===== src/hdl/assert_macros.svh =====
// Assertion macros for the RTL; included by the DES block encrypt unit.
`ifndef ASSERT_MACROS_SVH
`define ASSERT_MACROS_SVH
`ifndef SYNTHESIS
`define ASSERT_CLK(label, clk, rst_n, prop) \
  label: assert property (@(posedge clk) disable iff (!rst_n) (prop)) \
    else $error("assertion failed");
`define ASSERT_RST(label, clk, rst_n, prop) \
  label: assert property (@(posedge clk) (!rst_n) |=> (prop)) \
    else $error("assertion failed after reset");
`else
`define ASSERT_CLK(label, clk, rst_n, prop)
`define ASSERT_RST(label, clk, rst_n, prop)
`endif
`endif


===== src/hdl/des_pkg.sv =====
// ----------------------------------------------------------------------------
// DES package
// Permutation tables, S-boxes and the round function for the DES engine.
// ----------------------------------------------------------------------------
package des_pkg;

  localparam int unsigned NumRounds = 16;
  localparam int unsigned LastRound = 15;
  localparam int unsigned HalfKeyBits = 28;
  localparam int unsigned RoundKeyBits = 48;

  typedef logic [63:0] blk_t;
  typedef logic [55:0] cd_t;
  typedef logic [47:0] rkey_t;

  typedef struct packed {
    logic [31:0] left;
    logic [31:0] right;
    cd_t         cd;
  } rnd_t;

  typedef logic [7:0] tab64_t [64];

  localparam tab64_t TabIp = '{
    8'd58, 8'd50, 8'd42, 8'd34, 8'd26, 8'd18, 8'd10, 8'd2,
    8'd60, 8'd52, 8'd44, 8'd36, 8'd28, 8'd20, 8'd12, 8'd4,
    8'd62, 8'd54, 8'd46, 8'd38, 8'd30, 8'd22, 8'd14, 8'd6,
    8'd64, 8'd56, 8'd48, 8'd40, 8'd32, 8'd24, 8'd16, 8'd8,
    8'd57, 8'd49, 8'd41, 8'd33, 8'd25, 8'd17, 8'd9, 8'd1,
    8'd59, 8'd51, 8'd43, 8'd35, 8'd27, 8'd19, 8'd11, 8'd3,
    8'd61, 8'd53, 8'd45, 8'd37, 8'd29, 8'd21, 8'd13, 8'd5,
    8'd63, 8'd55, 8'd47, 8'd39, 8'd31, 8'd23, 8'd15, 8'd7};

  localparam tab64_t TabFp = '{
    8'd40, 8'd8, 8'd48, 8'd16, 8'd56, 8'd24, 8'd64, 8'd32,
    8'd39, 8'd7, 8'd47, 8'd15, 8'd55, 8'd23, 8'd63, 8'd31,
    8'd38, 8'd6, 8'd46, 8'd14, 8'd54, 8'd22, 8'd62, 8'd30,
    8'd37, 8'd5, 8'd45, 8'd13, 8'd53, 8'd21, 8'd61, 8'd29,
    8'd36, 8'd4, 8'd44, 8'd12, 8'd52, 8'd20, 8'd60, 8'd28,
    8'd35, 8'd3, 8'd43, 8'd11, 8'd51, 8'd19, 8'd59, 8'd27,
    8'd34, 8'd2, 8'd42, 8'd10, 8'd50, 8'd18, 8'd58, 8'd26,
    8'd33, 8'd1, 8'd41, 8'd9, 8'd49, 8'd17, 8'd57, 8'd25};

  localparam logic [7:0] TabE [48] = '{
    8'd32, 8'd1, 8'd2, 8'd3, 8'd4, 8'd5, 8'd4, 8'd5, 8'd6, 8'd7, 8'd8, 8'd9,
    8'd8, 8'd9, 8'd10, 8'd11, 8'd12, 8'd13, 8'd12, 8'd13, 8'd14, 8'd15, 8'd16, 8'd17,
    8'd16, 8'd17, 8'd18, 8'd19, 8'd20, 8'd21, 8'd20, 8'd21, 8'd22, 8'd23, 8'd24, 8'd25,
    8'd24, 8'd25, 8'd26, 8'd27, 8'd28, 8'd29, 8'd28, 8'd29, 8'd30, 8'd31, 8'd32, 8'd1};

  localparam logic [7:0] TabP [32] = '{
    8'd16, 8'd7, 8'd20, 8'd21, 8'd29, 8'd12, 8'd28, 8'd17,
    8'd1, 8'd15, 8'd23, 8'd26, 8'd5, 8'd18, 8'd31, 8'd10,
    8'd2, 8'd8, 8'd24, 8'd14, 8'd32, 8'd27, 8'd3, 8'd9,
    8'd19, 8'd13, 8'd30, 8'd6, 8'd22, 8'd11, 8'd4, 8'd25};

  localparam logic [7:0] TabPc1 [56] = '{
    8'd57, 8'd49, 8'd41, 8'd33, 8'd25, 8'd17, 8'd9, 8'd1, 8'd58, 8'd50, 8'd42, 8'd34,
    8'd26, 8'd18, 8'd10, 8'd2, 8'd59, 8'd51, 8'd43, 8'd35, 8'd27, 8'd19, 8'd11, 8'd3,
    8'd60, 8'd52, 8'd44, 8'd36, 8'd63, 8'd55, 8'd47, 8'd39, 8'd31, 8'd23, 8'd15, 8'd7,
    8'd62, 8'd54, 8'd46, 8'd38, 8'd30, 8'd22, 8'd14, 8'd6, 8'd61, 8'd53, 8'd45, 8'd37,
    8'd29, 8'd21, 8'd13, 8'd5, 8'd28, 8'd20, 8'd12, 8'd4};

  localparam logic [7:0] TabPc2 [48] = '{
    8'd14, 8'd17, 8'd11, 8'd24, 8'd1, 8'd5, 8'd3, 8'd28, 8'd15, 8'd6, 8'd21, 8'd10,
    8'd23, 8'd19, 8'd12, 8'd4, 8'd26, 8'd8, 8'd16, 8'd7, 8'd27, 8'd20, 8'd13, 8'd2,
    8'd41, 8'd52, 8'd31, 8'd37, 8'd47, 8'd55, 8'd30, 8'd40, 8'd51, 8'd45, 8'd33, 8'd48,
    8'd44, 8'd49, 8'd39, 8'd56, 8'd34, 8'd53, 8'd46, 8'd42, 8'd50, 8'd36, 8'd29, 8'd32};

  localparam logic [1:0] TabRot [16] = '{
    2'd1, 2'd1, 2'd2, 2'd2, 2'd2, 2'd2, 2'd2, 2'd2,
    2'd1, 2'd2, 2'd2, 2'd2, 2'd2, 2'd2, 2'd2, 2'd1};

  localparam logic [3:0] TabSbox [8][64] = '{
    '{4'd14, 4'd4, 4'd13, 4'd1, 4'd2, 4'd15, 4'd11, 4'd8, 4'd3, 4'd10, 4'd6, 4'd12,
      4'd5, 4'd9, 4'd0, 4'd7, 4'd0, 4'd15, 4'd7, 4'd4, 4'd14, 4'd2, 4'd13, 4'd1,
      4'd10, 4'd6, 4'd12, 4'd11, 4'd9, 4'd5, 4'd3, 4'd8, 4'd4, 4'd1, 4'd14, 4'd8,
      4'd13, 4'd6, 4'd2, 4'd11, 4'd15, 4'd12, 4'd9, 4'd7, 4'd3, 4'd10, 4'd5, 4'd0,
      4'd15, 4'd12, 4'd8, 4'd2, 4'd4, 4'd9, 4'd1, 4'd7, 4'd5, 4'd11, 4'd3, 4'd14,
      4'd10, 4'd0, 4'd6, 4'd13},
    '{4'd15, 4'd1, 4'd8, 4'd14, 4'd6, 4'd11, 4'd3, 4'd4, 4'd9, 4'd7, 4'd2, 4'd13,
      4'd12, 4'd0, 4'd5, 4'd10, 4'd3, 4'd13, 4'd4, 4'd7, 4'd15, 4'd2, 4'd8, 4'd14,
      4'd12, 4'd0, 4'd1, 4'd10, 4'd6, 4'd9, 4'd11, 4'd5, 4'd0, 4'd14, 4'd7, 4'd11,
      4'd10, 4'd4, 4'd13, 4'd1, 4'd5, 4'd8, 4'd12, 4'd6, 4'd9, 4'd3, 4'd2, 4'd15,
      4'd13, 4'd8, 4'd10, 4'd1, 4'd3, 4'd15, 4'd4, 4'd2, 4'd11, 4'd6, 4'd7, 4'd12,
      4'd0, 4'd5, 4'd14, 4'd9},
    '{4'd10, 4'd0, 4'd9, 4'd14, 4'd6, 4'd3, 4'd15, 4'd5, 4'd1, 4'd13, 4'd12, 4'd7,
      4'd11, 4'd4, 4'd2, 4'd8, 4'd13, 4'd7, 4'd0, 4'd9, 4'd3, 4'd4, 4'd6, 4'd10,
      4'd2, 4'd8, 4'd5, 4'd14, 4'd12, 4'd11, 4'd15, 4'd1, 4'd13, 4'd6, 4'd4, 4'd9,
      4'd8, 4'd15, 4'd3, 4'd0, 4'd11, 4'd1, 4'd2, 4'd12, 4'd5, 4'd10, 4'd14, 4'd7,
      4'd1, 4'd10, 4'd13, 4'd0, 4'd6, 4'd9, 4'd8, 4'd7, 4'd4, 4'd15, 4'd14, 4'd3,
      4'd11, 4'd5, 4'd2, 4'd12},
    '{4'd7, 4'd13, 4'd14, 4'd3, 4'd0, 4'd6, 4'd9, 4'd10, 4'd1, 4'd2, 4'd8, 4'd5,
      4'd11, 4'd12, 4'd4, 4'd15, 4'd13, 4'd8, 4'd11, 4'd5, 4'd6, 4'd15, 4'd0, 4'd3,
      4'd4, 4'd7, 4'd2, 4'd12, 4'd1, 4'd10, 4'd14, 4'd9, 4'd10, 4'd6, 4'd9, 4'd0,
      4'd12, 4'd11, 4'd7, 4'd13, 4'd15, 4'd1, 4'd3, 4'd14, 4'd5, 4'd2, 4'd8, 4'd4,
      4'd3, 4'd15, 4'd0, 4'd6, 4'd10, 4'd1, 4'd13, 4'd8, 4'd9, 4'd4, 4'd5, 4'd11,
      4'd12, 4'd7, 4'd2, 4'd14},
    '{4'd2, 4'd12, 4'd4, 4'd1, 4'd7, 4'd10, 4'd11, 4'd6, 4'd8, 4'd5, 4'd3, 4'd15,
      4'd13, 4'd0, 4'd14, 4'd9, 4'd14, 4'd11, 4'd2, 4'd12, 4'd4, 4'd7, 4'd13, 4'd1,
      4'd5, 4'd0, 4'd15, 4'd10, 4'd3, 4'd9, 4'd8, 4'd6, 4'd4, 4'd2, 4'd1, 4'd11,
      4'd10, 4'd13, 4'd7, 4'd8, 4'd15, 4'd9, 4'd12, 4'd5, 4'd6, 4'd3, 4'd0, 4'd14,
      4'd11, 4'd8, 4'd12, 4'd7, 4'd1, 4'd14, 4'd2, 4'd13, 4'd6, 4'd15, 4'd0, 4'd9,
      4'd10, 4'd4, 4'd5, 4'd3},
    '{4'd12, 4'd1, 4'd10, 4'd15, 4'd9, 4'd2, 4'd6, 4'd8, 4'd0, 4'd13, 4'd3, 4'd4,
      4'd14, 4'd7, 4'd5, 4'd11, 4'd10, 4'd15, 4'd4, 4'd2, 4'd7, 4'd12, 4'd9, 4'd5,
      4'd6, 4'd1, 4'd13, 4'd14, 4'd0, 4'd11, 4'd3, 4'd8, 4'd9, 4'd14, 4'd15, 4'd5,
      4'd2, 4'd8, 4'd12, 4'd3, 4'd7, 4'd0, 4'd4, 4'd10, 4'd1, 4'd13, 4'd11, 4'd6,
      4'd4, 4'd3, 4'd2, 4'd12, 4'd9, 4'd5, 4'd15, 4'd10, 4'd11, 4'd14, 4'd1, 4'd7,
      4'd6, 4'd0, 4'd8, 4'd13},
    '{4'd4, 4'd11, 4'd2, 4'd14, 4'd15, 4'd0, 4'd8, 4'd13, 4'd3, 4'd12, 4'd9, 4'd7,
      4'd5, 4'd10, 4'd6, 4'd1, 4'd13, 4'd0, 4'd11, 4'd7, 4'd4, 4'd9, 4'd1, 4'd10,
      4'd14, 4'd3, 4'd5, 4'd12, 4'd2, 4'd15, 4'd8, 4'd6, 4'd1, 4'd4, 4'd11, 4'd13,
      4'd12, 4'd3, 4'd7, 4'd14, 4'd10, 4'd15, 4'd6, 4'd8, 4'd0, 4'd5, 4'd9, 4'd2,
      4'd6, 4'd11, 4'd13, 4'd8, 4'd1, 4'd4, 4'd10, 4'd7, 4'd9, 4'd5, 4'd0, 4'd15,
      4'd14, 4'd2, 4'd3, 4'd12},
    '{4'd13, 4'd2, 4'd8, 4'd4, 4'd6, 4'd15, 4'd11, 4'd1, 4'd10, 4'd9, 4'd3, 4'd14,
      4'd5, 4'd0, 4'd12, 4'd7, 4'd1, 4'd15, 4'd13, 4'd8, 4'd10, 4'd3, 4'd7, 4'd4,
      4'd12, 4'd5, 4'd6, 4'd11, 4'd0, 4'd14, 4'd9, 4'd2, 4'd7, 4'd11, 4'd4, 4'd1,
      4'd9, 4'd12, 4'd14, 4'd2, 4'd0, 4'd6, 4'd10, 4'd13, 4'd15, 4'd3, 4'd5, 4'd8,
      4'd2, 4'd1, 4'd14, 4'd7, 4'd4, 4'd10, 4'd8, 4'd13, 4'd15, 4'd12, 4'd9, 4'd0,
      4'd3, 4'd5, 4'd6, 4'd11}};

  // Table entries count from 1 at the MSB of the source word.
  function automatic blk_t perm64(blk_t x, tab64_t tab);
    blk_t r;
    for (int i = 0; i < 64; i++) begin
      r[63-i] = x[64-int'(tab[i])];
    end
    return r;
  endfunction

  function automatic cd_t pc1(blk_t k);
    cd_t r;
    for (int i = 0; i < 56; i++) begin
      r[55-i] = k[64-int'(TabPc1[i])];
    end
    return r;
  endfunction

  function automatic rkey_t pc2(cd_t cd);
    rkey_t r;
    for (int i = 0; i < 48; i++) begin
      r[47-i] = cd[56-int'(TabPc2[i])];
    end
    return r;
  endfunction

  function automatic logic [27:0] rot28(logic [27:0] v, logic [1:0] s);
    logic [27:0] r;
    r = (s == 2'd1) ? {v[26:0], v[27]} : {v[25:0], v[27:26]};
    return r;
  endfunction

  function automatic cd_t rot_cd(cd_t cd, logic [1:0] s);
    cd_t r;
    r = {rot28(cd[55:28], s), rot28(cd[27:0], s)};
    return r;
  endfunction

  function automatic logic [31:0] feistel(logic [31:0] r, rkey_t k);
    rkey_t       x;
    logic [31:0] s;
    logic [31:0] p;
    logic [5:0]  six;
    for (int i = 0; i < 48; i++) begin
      x[47-i] = r[32-int'(TabE[i])];
    end
    x = x ^ k;
    for (int b = 0; b < 8; b++) begin
      six = x[47-6*b -: 6];
      s[31-4*b -: 4] = TabSbox[b][{six[5], six[0], six[4:1]}];
    end
    for (int i = 0; i < 32; i++) begin
      p[31-i] = s[32-int'(TabP[i])];
    end
    return p;
  endfunction

endpackage


===== src/hdl/des_round.sv =====
// ----------------------------------------------------------------------------
// DES round stage
// One Feistel round and its key rotation, with a registered output and valid.
// ----------------------------------------------------------------------------
module des_round
  import des_pkg::*;
(
  input  logic       clk_i,
  input  logic       rst_ni,
  input  logic       en_i,
  input  logic [3:0] idx_i,
  input  logic       valid_i,
  input  rnd_t       data_i,
  output logic       valid_o,
  output rnd_t       data_o
);

  logic valid_q;
  rnd_t data_d, data_q;
  cd_t  cd_rot;
  logic [31:0] nl;

  always_comb begin
    cd_rot = rot_cd(data_i.cd, TabRot[idx_i]);
    nl = data_i.left ^ feistel(data_i.right, pc2(cd_rot));
    data_d.cd = cd_rot;
    // last round keeps the halves unswapped
    if (idx_i == 4'(LastRound)) begin
      data_d.left  = nl;
      data_d.right = data_i.right;
    end else begin
      data_d.left  = data_i.right;
      data_d.right = nl;
    end
  end

  always_ff @(posedge clk_i or negedge rst_ni) begin
    if (!rst_ni) begin
      valid_q <= 1'b0;
    end else if (en_i) begin
      valid_q <= valid_i;
    end
  end

  always_ff @(posedge clk_i) begin
    if (en_i) begin
      data_q <= data_d;
    end
  end

  assign valid_o = valid_q;
  assign data_o  = data_q;

endmodule


===== config.mk =====
export PLATFORM = sky130hd
export DESIGN_NAME = des_round
export DESIGN_NICKNAME = d
export VERILOG_FILES = /design/src/hdl/assert_macros.svh /design/src/hdl/des_pkg.sv /design/src/hdl/des_round.sv
export SDC_FILE = /design/constraint.sdc
export NUM_CORES = 1
export LEC_CHECK = 0
export BUFFER_PORTS_ARGS = -buffer_cell sky130_fd_sc_hd__buf_4
export CORE_MARGIN = 2
export CORE_UTILIZATION = 25
export CTS_CLUSTER_DIAMETER = 200
export DETAILED_ROUTE_END_ITERATION = 8
export PLACE_DENSITY = 0.41
export SLEW_MARGIN = 10
export SYNTH_ARGS = -nofsm -noshare
export SYNTH_HDL_FRONTEND = slang
export SYNTH_SLANG_ARGS = --single-unit

===== constraint.sdc =====
create_clock -name clk_i -period 1 [get_ports clk_i]
set_clock_uncertainty 0.05 [all_clocks]
set_input_delay 0.05 -clock clk_i [delete_from_list [all_inputs] [get_ports clk_i]]
set_output_delay 0.05 -clock clk_i [all_outputs]
set_load 0.01 [all_outputs]

* Word level (Yosys, flattened, before mapping)
Memories as Yosys holds them, arrays and structs flattened.
Index checks and enable logic that the tools add are counted.
** Storage, ports and cells
- Register bits :: 121
- Bits in read-only memories :: 2080
- Output and inout port bits :: 121
- Logic and storage cells :: 56
- Memories kept :: 9
** Cells by class
- Order comparisons :: 9
- Eq/ne operators :: 2
- Mux-type cells :: 21
- Bitwise operators :: 11
** Memory list
- (name not given) :: words 64, bits a word 4, read ports 1, clocked after Yosys merged registers in 0, wr ports 0, RTL line des_pkg.sv:171 : s[31-4*b -: 4] = TabSbox[b][{six[5], six[0], six[4:1]}];
- (name not given) :: words 64, bits a word 4, read ports 1, clocked after Yosys merged registers in 0, wr ports 0, RTL line des_pkg.sv:171
- (name not given) :: words 64, bits a word 4, read ports 1, clocked after Yosys merged registers in 0, wr ports 0, RTL line des_pkg.sv:171
- (name not given) :: words 64, bits a word 4, read ports 1, clocked after Yosys merged registers in 0, wr ports 0, RTL line des_pkg.sv:171
- (name not given) :: words 64, bits a word 4, read ports 1, clocked after Yosys merged registers in 0, wr ports 0, RTL line des_pkg.sv:171
- (name not given) :: words 64, bits a word 4, read ports 1, clocked after Yosys merged registers in 0, wr ports 0, RTL line des_pkg.sv:171
- +3 memories
** Operator list (number)
- 4-bit two-way mux :: 16
- 64-bit two-way mux :: 1
- 7-bit greater-or-equal comparator, second input constant :: 8
- 28-bit two-way mux :: 2
- 6-bit inverter with 7-bit output :: 8
- 48-bit XOR :: 1
- 32-bit XOR :: 1
- 5-bit greater-or-equal comparator, second input constant :: 1
- 4-bit inverter with 5-bit output :: 1
- 4-bit equality test, second input constant :: 1
- 2-bit two-way mux :: 2
- 2-bit by 1-bit equality test with 1-bit output, second input constant :: 1

* Longest topological paths before layout
Gate-level depths: netlist of run 1.
- Depth in word-level cells :: 13
- Depth in mapped cells :: 16
- Depth with buffers taken out :: 13

* Worst setup path before layout of run 1
Ideal clock, no wire load.
- Path kind :: in2reg
- Start point :: input port idx_i[3]
- End point :: register data_q (netlist bit data_o[85]) (data pin)
- Setup time :: 269 ps
- Data arrival time :: 2930 ps
- Required time :: 681 ps
- Slack :: -2249 ps
- Stages :: 13
- Buffers on the path :: 2
- Cells stage by stage :: and4_4 -> nor2_4 -> buf_6 -> mux2i_1 -> xnor2_1 -> ha_1 -> clkbuf_1 -> nor2_1 -> o21ai_0 -> a31o_2 -> a32oi_1 -> xor2_1 -> o21ai_0
** RTL lines
- start: declaration :: RTL line des_round.sv:11 : input logic [3:0] idx_i,
- end signal: assignment :: RTL line des_round.sv:47 : data_q <= data_d;
- end: declaration :: RTL line des_round.sv:19 : rnd_t data_d, data_q;

==> results of run 1 <==
## synthesized netlist by cell type (6+ instances only)
cell / n / area [um^2]
a22oi_1: 6 / 45.0
buf_2: 31 / 155
nand3_1: 33 / 165
o31ai_1: 11 / 82.6
mux2i_1: 45 / 450
or2_2: 7 / 43.8
xor2_2: 8 / 130
nand2b_1: 24 / 150
a221oi_1: 7 / 61.3
o311ai_0: 9 / 78.8
nor2b_1: 10 / 62.6
nand2_1: 173 / 649
mux4_2: 14 / 315
a211oi_1: 29 / 218
clkbuf_1: 52 / 195
o21ai_1: 9 / 45.0
ha_1: 62 / 776
nor3_1: 27 / 135
or3_1: 7 / 43.8
edfxtp_1: 120 / 3600
xnor2_1: 60 / 526
o22ai_1: 8 / 50.1
nor2_1: 88 / 330
a31oi_1: 22 / 138
o21ai_0: 97 / 485
o211ai_1: 24 / 180
xor2_1: 33 / 289
mux2i_2: 6 / 82.6
and4b_1: 8 / 80.1
o221ai_1: 10 / 87.6
inv_1: 58 / 218
a21oi_1: 60 / 300
a32oi_1: 6 / 52.6
mux2_2: 9 / 101
## per-layer routing
layer  part of all wire, %  vias up
met2                    46      412
met3                   6.1       76
met4                   3.5        0
met1                    44     6415
li1                      -     6352
met5                     0        -
## flip-flops by register name (all words and copies together) (netlist names)
| name | flops |
|---|---|
| data_o | 120 |
| valid_o | 1 |
## critical path: stages
cell	delay [ps]
buf_8	100
and4_4	200
nor2_4	170
clkbuf_16	250
mux2i_4	320
xnor2_4	210
ha_4	270
mux4_2	490
or3_4	360
o311ai_4	70
xor2_1	180
buf_4	170
a21oi_2	50
## through the flow
step	power [mW]	setup TNS (ps)	worst slack, ps
2_1_floorplan	13.8	-133970	-2030
3_5_place_dp	20.7	-181730	-2520
5_1_grt	34.4	-134640	-1800
6_report	32.7	-121870	-1720
3_3_place_gp	20.8	-180270	-2550
4_1_cts	30.8	-124740	-1660
## report_power, final
group,total [mW],switching [mW],internal (mW)
clock,6.89,2.72,4.17
combinational,18.9,8.90,10.0
sequential,6.90,0.374,6.52
total,32.7,12.0,20.7
## how the worst max path moves through the flow
stage             start     endpoint  slack [ps]  cells after the start
2_1_floorplan  idx_i[3]   data_o[88]       -2030                     11
3_5_place_dp   idx_i[0]  data_o[104]       -2520                     17
6_report       idx_i[3]   data_o[56]       -1720                     13
4_1_cts        idx_i[3]  data_o[102]       -1660                     18
3_3_place_gp   idx_i[0]  data_o[104]       -2550                     17
5_1_grt        idx_i[3]   data_o[99]       -1800                     15
## kinds of logic (layout without fill, tap and decap cells)
kind of cell,count (synthesis),count (layout)
and+or+nand+nor,407,407
AOI/OAI and AO/OA,351,351
buffers and inverters,155,992
DFF,121,121
xor gates and xnor gates,107,107
muxes,75,75
adders and majority gates,62,62
other,0,2
## timing repair
action / in CTS / in global routing
endpoints found under the setup margin: 224 / 236
hold endpoints to repair: 101 / 13
buffers inserted: 111 / 47
resized for setup: 412 / 326
pin swaps: 101 / 140
gates cloned: 7 / 1
## layout make-up
type | count | area (um^2)
Sequential cell | 121 | 3630
Inverter | 62 | 264
Tap cell | 592 | 741
Fill cell | 4105 | 21400
Multi-Input combinational cell | 1002 | 9390
Antenna cell | 2 | 5.00
Clock inverter | 14 | 199
Clock buffer | 18 | 429
Timing Repair Buffer | 898 | 8360
==> reports/results.txt, run 1 <==
final setup margin = -1720 ps
post-synthesis cell type count = 81
Worst-path clk slew = 70 ps
Final Hold Vio Count = 10
ys async rst share = 0.826%
CTS root buffer = clkbuf_16
status = finished with violations
IO Count = 249
Worst Hold Margin = -148 ps
post-synthesis mux area share = 8.61%
Ys Warns = 0
maximum clock frequency = 368 MHz
ys flop type = edfxtp_1
number of port buffers = 248
actual slew at the worst max-slew pin = 507 ps
worst hold path startpoint = data_i[38]
GR Util met1 = 31.1%
CTS tree = yes
DRT iter0 DRCs = 770
R2R Path Start = valid_o
CP Launch Type = input pin
Register-to-Register Path Depth = 1
initial antenna violation count = 2
Post-Syn Area = 0.0113 mm^2
post-synthesis compound-gate area fraction = 20.6%
clk_lat worst skew = 480 ps
Max FO, Critical Path = 8
largest net degree at the start of global routing = 43
peak supply drop = 1.36 mV
Final min period = 2720 ps
Row Count = 77
HP Class = in -> reg
total clock buffers created by CTS = 17
Final Net Count = 2292
CP Class = in -> reg
first-pass GRT wire length = 81600 um
largest family of logic cells by synthesized area = compound AO/OA/AOI/OAI gates
# setup viols final = 235
Initial Util = 25.4%
XOR/XNOR Fraction of Synth Area = 9.33%
Adder-Cell Fraction of Synth Area = 6.87%
Power Density = 1420 mW/mm^2
most frequent cells in the layout = 537 x buf_4, 237 x buf_6, 154 x nand2_1, 120 x edfxtp_1, 78 x dlygate4sd3_1
met2 usage = 37.0%
Hold Path Sink = data_o[39]
Seq/Total Area, Yosys = 32.1%
pins over their slew limit = 0
remaining design rule violation count = 0
chip height = 217 um
Hold Path Cell Cnt = 3
grt total ovfl = 0
met3 usage = 5.84%
Clock Path Buffers = 2
share of cells above drive strength 1 = 58.4%
GP Congestion = 0.914
global route hottest layer = met2
Final Util = 51.8%
Detailed Routing Iterations Pass 1 = 5
reg-to-reg slack, setup = 190 ps
vias in the first global route = 13100
final WL = 56700 um
Placed Area = 0.0172 mm^2
placed cell count = 2454
synthesized area per cell = 8.84 um^2
final cell count without fillers = 2709
EDFF count, synth = 120
DR WL/cell = 20.9 um
Final HPWL DP = 41500 um
DR vias = 13300
RR Endpoint = valid_o
GRT Total Usage = 23.6%
failing checks = hold timing, setup timing
leakage power = 9.72 nW
Die Wd = 217 um
Mapped Cells = 1278
max-cap violations = 0
P&R area growth vs syn = 104%
CP endpoint kind = register
Synth Register Bits = 121
Core ar. = 0.0444 mm^2
RSZ-0062 raised after global routing = true
Post-CTS Hold Fix Bufs = 78
synthesized net count = 1468
antenna viol nets, final = 0
commonest non-fill, non-tap cell in the layout = buf_4
die area = 0.0469 mm^2
crit share post-route = 272%
Via-to-Cell Ratio = 4.89
CP required = 1200 ps
final instance area = 0.0230 mm^2
H-tree depth = 4
Slew Limit Headroom = 65.9%
Post-Synth Simple-Gate Area = 16.7%
Sink Count = 121
CP Data Arrival Time = 2910 ps
No activity file was read; power rests on OpenSTA's default activity.
==> run 2: changes to the inputs <==
Settings changed: ABC_AREA set to 1, RECOVER_POWER set to 50.
==> run 2 against run 1 <==
The flow still finishes with violations (hold timing, setup timing). Non-clock buffer count decreased by 211. Sequential share of layout area increased by 1.4 points. Clock-buffer cell count increased by 2. Critical path type unchanged. Critical endpoint is now data_o[81].
==> reports/results.txt, run 2 <==
CTS tree = yes
H-tree depth = 4
CP peak stage delay = 330 ps
final setup margin = -1000 ps
post-synthesis compound-gate area fraction = 2.18%
HP Class = in -> reg
Initial Util = 25.2%
CP required = 1190 ps
GRT Total Usage = 22.5%
placed cell count = 2981
Mapped Cells = 1861
Sink Count = 121
Final Hold Vio Count = 8
CP Data Arrival Time = 2200 ps
Via-to-Cell Ratio = 4.71
Tot Pwr = 26.1 mW
DRT iter0 DRCs = 915
share of cells above drive strength 1 = 43.9%
Place WS = -1650 ps
first-pass GRT wire length = 83400 um
status = finished with violations
Worst path most repeated cell = nand3_2
Seq/Total Area, Yosys = 30.3%
largest family of logic cells by synthesized area = simple AND/OR/NAND/NOR gates
EDFF count, synth = 120
max reg flops = 120
Placed Area = 0.0173 mm^2
remaining design rule violation count = 0
XOR/XNOR Fraction of Synth Area = 1.86%
largest net degree at the start of global routing = 29
Post-Synth Simple-Gate Area = 49.7%
peak supply drop = 0.978 mV
most common cell in the netlist = nand2_1
synthesized net count = 2051
number of port buffers = 248
vias in the first global route = 14200
final WL = 56900 um
Detailed Routing Iterations Pass 1 = 5
Core ar. = 0.0474 mm^2
Slew Limit Headroom = 64.9%
most frequent cells in the layout = 655 x nand2_1, 470 x buf_4, 328 x nand3_1, 169 x nand3_2, 156 x inv_1
Fin Setup TNS = -78740 ps
Final Net Count = 2695
chip height = 223 um
total clock buffers created by CTS = 17
Crit-path slowest cell = ha_4
commonest non-fill, non-tap cell in the layout = nand2_1
synthesized area per cell = 6.42 um^2
leakage power = 10.6 nW
synth top area cells = edfxtp_1 30%, nand2_1 26%, nand3_1 21%
Final min period = 2000 ps
post-synthesis cell type count = 34
Synth Register Bits = 121
Ys Warns = 0
grt total ovfl = 0
RSZ-0062 raised after global routing = true
actual slew at the worst max-slew pin = 520 ps
Row Count = 80
Post-Syn Area = 0.0120 mm^2
initial antenna violation count = 5
failing checks = hold timing, setup timing
top cell type by total area after synthesis = edfxtp_1
GP Congestion = 0.898
antenna viol nets, final = 0
CP Class = in -> reg
IO Count = 249
Worst Hold Margin = -47.2 ps
Adder-Cell Fraction of Synth Area = 6.49%
P&R area growth vs syn = 77.3%
CTS root buffer = clkbuf_16
Final Util = 44.7%
# setup viols final = 249
max-cap violations = 0
final cell count without fillers = 3130
CP Launch Type = input pin
post-synthesis mux area share = 0.188%
final instance area = 0.0212 mm^2
clk_lat worst skew = 480 ps
Final HPWL DP = 44600 um
CP endpoint kind = register
Die Wd = 223 um
CP Cell Sequence = buf_8, nor2_4, nand2_8, buf_12, buf_4, nand3_2, nand2_8, nand2_4, nand2_4, ha_4, inv_4, nand2_8, o21ai_2, nand2_1, nand3_2, nand3_2, nand3_2, nand3_2, nand2_1
pins over their slew limit = 0
Worst-path clk slew = 60 ps
ys async rst share = 0.826%
ys flop type = edfxtp_1
Power Density = 1230 mW/mm^2
top cells by count, synth = 818 x nand2_1, 507 x nand3_1, 167 x inv_1
DR vias = 14700
maximum clock frequency = 499 MHz
Clock Path Buffers = 2
crit share post-route = 200%
Yosys top cell area share = 30.1%
die area = 0.0496 mm^2
DR WL/cell = 18.2 um
Max FO, Critical Path = 5
==> run 2: final cells by class <==
| type | instances | area [um^2] |
|---|---|---|
| clock buffers | 20 | 437 |
| clock inverters | 8 | 58.8 |
| inverters | 182 | 707 |
| fillers | 4938 | 26300 |
| diodes | 1 | 2.50 |
| repair buffers | 687 | 6270 |
| well taps | 615 | 769 |
| flip-flops and latches | 121 | 3630 |
| multi-input cells | 1496 | 9320 |
==> run 2: cells by family after synthesis <==
| group | count (synthesis) |
|---|---|
| xor gates and xnor gates | 13 |
| muxes | 2 |
| DFF | 121 |
| adders and majority gates | 62 |
| buffers and inverters | 244 |
| and+or+nand+nor | 1381 |
| AOI/OAI and AO/OA | 38 |
==> run 2: worst max-delay path, delay by kind of cell <==
kind | cells | cell delay (ps)
buffers and inverters | 4 | 490
AND/OR/NAND/NOR | 13 | 1240
AO/OA/AOI/OAI | 1 | 60
adder cells (fa/ha/maj) | 1 | 330
==> run 2: path summary, 6_finish.rpt <==
kind | cells past startpoint | slack, ps | start | end
max | 19 | -1000 | idx_i[1] | data_o[81]
min | 4 | -50 | data_i[40] | data_o[41]
max reg2reg | 1 | 200 | valid_o | valid_o
min reg2reg | 1 | 480 | valid_o | valid_o
max in group asynchronous | 3 | 400 | rst_ni | valid_o
min in group asynchronous | 3 | 390 | rst_ni | valid_o
==> run 2: where the power goes <==
part | leakage, nW | switching (mW) | total (mW) | internal (mW)
registers | 1.18 | 0.305 | 6.69 | 6.38
clock network | 0.243 | 2.41 | 5.69 | 3.28
logic | 9.18 | 7.56 | 13.7 | 6.15
total | 10.6 | 10.3 | 26.1 | 15.8
==> run 2: layer usage <==
| metal | wire (um) | track usage, % | up-vias |
|---|---|---|---|
| met3 | 3430 | 5.41 | 73 |
| met2 | 26900 | 36.6 | 409 |
| li1 | - | - | 7351 |
| met1 | 25000 | 29.1 | 6907 |
| met5 | 42 | 0 | - |
| met4 | 1590 | 8.03 | 6 |
==> run 2: timing repair <==
action / in CTS / in global routing
cloned: 4 / 3
resized for setup: 280 / 264
endpoints found under the setup margin: 189 / 198
pin swaps: 67 / 94
buffers inserted: 22 / 19
hold endpoints to repair: 107 / 12
hold buffers: 73 / 1
